### config.mk
export PLATFORM = sky130hd
export DESIGN_NAME = clc_dist
export DESIGN_NICKNAME = d
export VERILOG_FILES = /design/src/rtl/core/clc_pkg.sv /design/src/rtl/core/clc_dist.sv
export SDC_FILE = /design/constraint.sdc
export NUM_CORES = 2
export LEC_CHECK = 0
export BUFFER_PORTS_ARGS = -buffer_cell sky130_fd_sc_hd__buf_4
export CELL_PAD_IN_SITES_DETAIL_PLACEMENT = 0
export CELL_PAD_IN_SITES_GLOBAL_PLACEMENT = 1
export CORE_ASPECT_RATIO = 1.1
export CORE_MARGIN = 2
export CORE_UTILIZATION = 45
export CTS_BUF_LIST = sky130_fd_sc_hd__clkbuf_4 sky130_fd_sc_hd__clkbuf_8
export DETAILED_ROUTE_END_ITERATION = 7
export PLACE_DENSITY_LB_ADDON = 0.05
export SYNTH_ARGS = -nofsm -noshare
export SYNTH_HDL_FRONTEND = slang
export SYNTH_SLANG_ARGS = --single-unit
### constraint.sdc
create_clock -name clk_i -period 16 [get_ports clk_i]
set_input_delay 1.6 -clock clk_i [delete_from_list [all_inputs] [get_ports clk_i]]
set_output_delay 1.6 -clock clk_i [all_outputs]
set_load 0.05 [all_outputs]
### src/rtl/core/clc_pkg.sv
package clc_pkg;

  localparam int unsigned ClcMaxAtoms = 1024;
  localparam int unsigned CoordW      = 23;
  localparam int unsigned TypeW       = 8;
  localparam int unsigned AtomW       = TypeW + 3 * CoordW;
  localparam int unsigned CutW        = 48;
  localparam int unsigned IdxW        = 10;
  localparam int unsigned SizeOutW    = 11;

  typedef enum logic [1:0] {
    CmdLoad  = 2'd0,
    CmdRun   = 2'd1,
    CmdQuery = 2'd2,
    CmdBad   = 2'd3
  } cmd_e;

  typedef enum logic [1:0] {
    StLoaded = 2'd0,
    StDone   = 2'd1,
    StAnswer = 2'd2,
    StError  = 2'd3
  } status_e;

  typedef enum logic [7:0] {
    RegCutoffSq  = 8'd0,
    RegTypeA     = 8'd1,
    RegTypeB     = 8'd2,
    RegBoxLength = 8'd3
  } reg_e;

  typedef enum logic [3:0] {
    SIdle, SQres, SInit, SKrd, SKchk, SIrd, SIlat, SJrd, SJchk, SJwait,
    SJw1, SJw2, SSrd, SSwr, SDone
  } state_e;

  typedef struct packed {
    logic atom;
    logic link;
    logic size;
  } mem_we_t;

  // Minimum-image fold of one axis difference, returned as a magnitude.
  function automatic logic [23:0] fold_mag(logic [CoordW-1:0] a, logic [CoordW-1:0] b,
                                           logic [CoordW-1:0] len);
    logic signed [25:0] d;
    logic signed [25:0] l;
    d = signed'({3'b000, a}) - signed'({3'b000, b});
    l = signed'({3'b000, len});
    if ((d <<< 1) > l) begin
      d = d - l;
    end else if ((d <<< 1) < -l) begin
      d = d + l;
    end
    if (d < 0) begin
      d = -d;
    end
    return d[23:0];
  endfunction

endpackage

### src/rtl/core/clc_dist.sv
module clc_dist (
  input  logic                     clk_i,
  input  logic                     rst_ni,
  input  logic                     start_i,
  input  logic [clc_pkg::AtomW-1:0] atom_p_i,
  input  logic [clc_pkg::AtomW-1:0] atom_q_i,
  input  logic [clc_pkg::CutW-1:0] cutoff_sq_i,
  input  logic [clc_pkg::TypeW-1:0] type_a_i,
  input  logic [clc_pkg::TypeW-1:0] type_b_i,
  input  logic [clc_pkg::CoordW-1:0] box_len_i,
  output logic                     valid_o,
  output logic                     linked_o
);
  import clc_pkg::*;

  logic [2:0]  vld_q;
  logic [23:0] mag_q [3];
  logic [47:0] sq_q [3];
  logic        tok1_q, tok2_q, link_q;
  logic [TypeW-1:0] tp, tq;
  logic [49:0] sum;

  assign tp = atom_p_i[TypeW-1:0];
  assign tq = atom_q_i[TypeW-1:0];

  always_ff @(posedge clk_i or negedge rst_ni) begin
    if (!rst_ni) begin
      vld_q <= '0;
    end else begin
      vld_q <= {vld_q[1:0], start_i};
    end
  end

  // fold, square, then sum and compare, one register stage each
  always_ff @(posedge clk_i) begin
    for (int a = 0; a < 3; a++) begin
      mag_q[a] <= fold_mag(atom_p_i[TypeW + a*CoordW +: CoordW],
                           atom_q_i[TypeW + a*CoordW +: CoordW], box_len_i);
      sq_q[a]  <= mag_q[a] * mag_q[a];
    end
    tok1_q <= (tp == type_a_i && tq == type_b_i) || (tp == type_b_i && tq == type_a_i);
    tok2_q <= tok1_q;
    link_q <= tok2_q && (sum <= {2'b00, cutoff_sq_i});
  end

  assign sum      = {2'b00, sq_q[0]} + {2'b00, sq_q[1]} + {2'b00, sq_q[2]};
  assign valid_o  = vld_q[2];
  assign linked_o = link_q;

endmodule

==> Yosys cells after proc, flatten, opt, wreduce, memory -nomap -nowiden <==
Memories as Yosys holds them, arrays and structs flattened.
Index checks and enable logic that the tools add are counted.
{ "totals": {"wordCells": 51, "register_bits": 6, "mem_bits_rw": 216, "out_inout_bits": 2, "in_bits": 244, "mem_count": 2} }
{ "memory_table": {"columns": ["memory", "words", "word_bits", "rd", "rd_clocked_by_memory_dff", "write_ports", "line_no", "text"], "rows": [
  ["sq_q", 3, 48, 3, 0, 3, "clc_dist.sv:18", "logic [47:0] sq_q [3];"],
  ["mag_q", 3, 24, 3, 0, 3, "clc_dist.sv:17", "logic [23:0] mag_q [3];"]
]} }
{ "classes": {"add_sub_neg": 15, "n_eq_ne": 4, "mul": 3, "n_mux": 9, "n_reduce_logical": 4, "n_lt_le_gt_ge": 10} }
{ "ops": {"columns": ["op", "n"], "rows": [
  ["26-bit two-way mux", 6],
  ["24-bit by 24-bit multiplier with 48-bit output", 3],
  ["25-bit by 26-bit less-than comparator with 1-bit output", 3],
  ["26-bit by 1-bit less-than comparator with 1-bit output, second input constant", 3],
  ["24-bit by 24-bit adder with 25-bit output", 3],
  ["25-bit by 24-bit greater-than comparator with 1-bit output", 3],
  ["24-bit by 24-bit subtractor with 25-bit output", 3],
  ["24-bit two-way mux", 3],
  ["24-bit negation", 3],
  ["23-bit by 23-bit subtractor with 24-bit output", 3],
  ["50-bit by 48-bit adder with 50-bit output", 1],
  ["50-bit by 48-bit <= comparator with 1-bit output", 1],
  ["48-bit by 48-bit adder with 49-bit output", 1],
  ["8-bit == test", 4],
  ["23-bit negation with 26-bit output", 1],
  ["1-bit logical AND", 3],
  ["1-bit logical OR", 1]
]} }

==> Longest topological paths before layout <==
{ "depth": {"depth_word": 6, "depth_mapped": 38, "mapped_depth_nobuf": 38} }

==> Worst setup path before layout <==
OpenSTA, ideal clock, no wires.
{ "synth_path": {"path_type": "input-to-reg", "start": "in box_len_i[1] (netlist bit)", "end": "mem mag_q[1][22], in the netlist mag_q[0][46]", "stages": 30, "arrival_time_ns": 7.879, "setup_ns": 0.124, "slack_ns": 7.997, "path_buffers": 4, "t_required_ns": 15.876, "cell_sequence": "nor3_1 nand2_1 or3_1 nand2b_1 nor3_1 nand2_1 nor2_1 nand3_1 nor3_2 nand4_1 nor3_1 nand2b_1 ha_1 a21o_1 a21o_1 a211oi_1 a31oi_1 o31ai_1 clkbuf_1 clkbuf_1 clkbuf_1 clkbuf_1 a211oi_1 a21oi_1 ha_1 and3_2 nand3_4 nor4b_4 a41oi_1 xnor2_1"} }
{ "synth_lines": {"columns": ["element", "line_no", "text"], "rows": [
  ["start, declared", "clc_dist.sv:10", "input logic [clc_pkg::CoordW-1:0] box_len_i,"],
  ["end, declared", "clc_dist.sv:17", null]
]} }

==> insert_results.sql <==
INSERT INTO impl_metrics (metric_group, metric, value, unit) VALUES
('worst_setup_path', 'critPathCapture', 'sq_q[0][46]', ''),
('floorplan', 'floorplan.io_pins', '246', ''),
('floorplan', 'chipHeight', '431', 'um'),
('timing', 'relSlewSlack', '0.147', ''),
('route', 'post-route-drc-count', '0', ''),
('floorplan', 'dieArea', '0.169', 'sq mm'),
('route', 'count_of_tritonroute_iterations_in_the_first_routing_pass', '7', ''),
('worst_setup_path', 'r2r-start', 'mag_q[0][11]', ''),
('route', 'post_drt_via_cell_ratio', '5.30', ''),
('route', 'wire_per_inst', '20.4', 'um'),
('placement', 'buffer_ports.inserted', '245', ''),
('synth', 'async_reset_ff_frac', '0.0137', ''),
('timing', 'timing_max_transition_violations_final', '0', ''),
('timing', 'totalNegativeSetupSlack', '0', 'ps'),
('timing', 'tightestPinTransition', '1270', 'ps'),
('timing', 'rsz0062_at_grt', 'false', ''),
('worst_setup_path', 'critical_path_peak_fanout', '20', ''),
('worst_setup_path', 'startpoint', 'mag_q[0][11]', ''),
('synth', 'number_of_enable_type_register_cells_in_the_synthesized_netlist', '0', ''),
('finish', 'syn2layout_area_growth', '7.38', '%'),
('worst_setup_path', 'worst_path_required_time', '16570', 'ps'),
('worst_setup_path', 'start_kind', 'flop', ''),
('timing', 'timing.fmax', '0.111', 'GHz'),
('global_route', 'grt_pass1_vias', '61500', ''),
('worst_setup_path', 'cp_num_buf_inv', '3', ''),
('timing', 'setup-violations-final', '0', ''),
('global_route', 'global_route.usage.total', '0.269', ''),
('global_route', 'wire_length_of_the_first_global_routing_pass', '351000', 'um'),
('worst_setup_path', 'cp-end-kind', 'flop', ''),
('timing', 'clock_skew', '73.7', 'ps'),
('worst_setup_path', 'reg2reg_to', 'sq_q[0][46]', ''),
('route', 'postRouteWirelength', '224000', 'um'),
('global_route', 'met3_routing_resource_usage_after_global_routing', '0.0263', ''),
('worst_setup_path', 'critPathTopFamily', 'adder cells', ''),
('clocking', 'cts_inserted_buffers', '44', ''),
('hold_path', 'hold_crit_class', 'flop to flop', ''),
('clocking', 'post_cts_resized', '0', ''),
('synth', 'cell_count_after_synthesis', '8591', ''),
('global_route', 'grt_max_degree', '44', ''),
('floorplan', 'start_util', '0.454', ''),
('finish', 'seqCellArea', '0.00440', 'sq mm'),
('clocking', 'max-clock-path-buffers', '3', ''),
('synth', 'yosys.cell_types.count', '119', ''),
('worst_setup_path', 'critical_path.slowest_cell', 'dfxtp_1', ''),
('run_status', 'run_status', 'finished clean', ''),
('synth', 'synthesis.area', '0.0747', 'sq mm'),
('global_route', 'grt.met2_usage', '0.458', ''),
('global_route', 'busiest_layer_in_global_routing', 'met2', ''),
('timing', 'timing.final.hold_violations', '0', ''),
('timing', 'period_needed', '9000', 'ps'),
('clocking', 'cts.sink_count', '219', ''),
('synth', 'yosys_register_bits', '219', ''),
('synth', 'net_count_of_the_mapped_netlist', '11100', ''),
('finish', 'n_fill_cell', '16200', ''),
('finish', 'design.final.nets', '11300', ''),
('worst_setup_path', 'cp.arrival', '9570', 'ps'),
('global_route', 'grtUsageMet1', '0.358', ''),
('worst_setup_path', 'cp.depth', '27', ''),
('worst_setup_path', 'rr_worst_depth', '27', ''),
('synth', 'ys_dominant_reg_cell', 'dfxtp_1', ''),
('placement', 'place_hpwl', '189000', 'um'),
('clocking', 'cts_post_setup_buffers_inserted', '0', ''),
('synth', 'yosys_warnings', '0', ''),
('worst_setup_path', 'cpPeakStageDelay', '920', 'ps'),
('clocking', 'cts-htree-levels', '2', ''),
('route', 'dr.first_iter.drc_count', '3224', ''),
('worst_setup_path', 'setup_crit_path_kind', 'flop to flop', ''),
('flow_run', 'drv_cap', '0', ''),
('finish', 'multi_input_combinational_cell_area', '0.0622', 'sq mm'),
('clocking', 'cts_tree', 'done', ''),
('floorplan', 'core', '0.165', 'sq mm');
how the worst min path moves through the flow:
stage,cells after the start,start,to
after detailed placement,0,vld_q[0],vld_q[1]
after CTS,0,vld_q[0],vld_q[1]
final,0,vld_q[0],vld_q[1]
after global placement,0,vld_q[0],vld_q[1]
after global routing,0,vld_q[0],vld_q[1]
after floorplan,0,tok1_q,tok2_q
final cells by class:
class	instances	share of cell area
Timing Repair Buffer	352	0.0329
Antenna cell	4	0.000125
Multi-Input combinational cell	6218	0.775
Inverter	1925	0.0901
Clock inverter	22	0.00320
Clock buffer	56	0.00937
Tap cell	2212	0.0345
Sequential cell	219	0.0549
per-stage QoR:
| stage | area, sq um | std cells | setup slack (ps) | util | hold slack (ps) |
|---|---|---|---|---|---|
| finish | 80200 | 11000 | 7000 | 0.487 | 352 |
| global route | 80200 | 11000 | 6480 | 0.487 | 361 |
| CTS | 80200 | 11000 | 7020 | 0.487 | 353 |
| detailed placement | 79200 | 10900 | 6900 | 0.481 | 336 |
| global placement | 79200 | 10900 | 6960 | 0.481 | 341 |
| floorplan | 74700 | 8591 | 8000 | - | 310 |
Yosys cell counts (11+ instances only):
library cell	instances	share of area
o22ai_1	12	0.0010
a22oi_1	11	0.0011
o21ai_0	230	0.015
nand4_1	55	0.0046
mux2i_1	22	0.0029
and3_1	38	0.0032
nand2_1	557	0.028
mux2_2	12	0.0018
nand3_1	89	0.0060
or3_1	40	0.0033
nor2_1	441	0.022
a31oi_1	50	0.0042
a21boi_0	15	0.0015
o21a_1	71	0.0071
a21o_1	188	0.019
dfxtp_1	216	0.058
o31a_1	19	0.0022
o221ai_1	11	0.0013
o211ai_1	34	0.0034
o21bai_1	74	0.0074
a21oi_1	431	0.029
ha_1	1027	0.17
nor3b_1	13	0.0013
clkbuf_1	196	0.0098
a211o_1	12	0.0014
nor3_1	95	0.0064
or2_2	27	0.0023
fa_1	1275	0.34
nand2b_1	75	0.0063
nor2b_1	76	0.0064
inv_1	1920	0.096
a221oi_1	19	0.0022
a211oi_1	64	0.0064
and2_1	423	0.035
xor2_1	164	0.019
buf_2	20	0.0013
a221o_1	13	0.0017
o31ai_1	29	0.0029
nor4_1	23	0.0019
xnor2_1	272	0.032
registers in the layout (all words and copies together), names as in the netlist:
name      count
tok1_q        1
tok2_q        1
linked_o      1
sq_q        141
vld_q         3
mag_q        72
routing by layer:
metal | share of wire | wire, um | vias to the layer above
li1 | - | - | 27700
met1 | 0.44 | 98700 | 28900
met2 | 0.48 | 107000 | 1435
met3 | 0.046 | 10300 | 338
met4 | 0.036 | 8080 | 0
met5 | 0 | 0 | -
worst register-to-register path: stages, from the launching register on:
cell      delay [ps]
dfxtp_1          920
inv_1            300
nor2_1           300
ha_1             290
xnor2_1          300
fa_1             480
fa_1             500
fa_1             540
inv_1             50
fa_1             390
fa_1             510
inv_1             50
fa_1             430
ha_1             360
a21o_1           190
a21o_1           180
a21o_1           210
nor4bb_1         260
a21oi_1          130
o21ai_1          340
a31oi_1          290
a2111o_1         480
a21oi_1          280
o21ai_0          190
or4_1            420
a31oi_1          280
o21ai_1          120
xor2_1           140
layout by cell type (no fill, tap or decap), drive strengths merged, types with 21 or more instances in the layout:
master,n
clkbuf,56
o21ai,242
fa,1275
o21bai,74
nand4,55
ha,1027
nand2b,75
o21a,72
xnor2,272
o31ai,31
and2,423
a211oi,67
nor3,100
buf,352
dfxtp,216
nor4,25
a31oi,53
a221oi,21
a21o,189
mux2i,22
nor2b,76
or2,30
or3,40
nand2,558
and3,41
a21oi,434
nor2,441
o211ai,34
nand3,90
xor2,165
inv,1925
kinds of logic (layout without fill, tap and decap cells):
group / count (synthesis) / after routing / share of synthesized area
fa+ha+maj: 2302 / 2302 / 0.513
compound gates: 1429 / 1429 / 0.127
xor+xnor: 437 / 437 / 0.0513
buf+inv: 2154 / 2355 / 0.109
mux: 35 / 35 / 0.00496
simple gates: 2015 / 2015 / 0.135
flops: 219 / 219 / 0.0589
other cells: 0 / 4 / 0
Power is not shown: default switching activity piles up to over one toggle a cycle in this logic, so the estimate is an artifact.
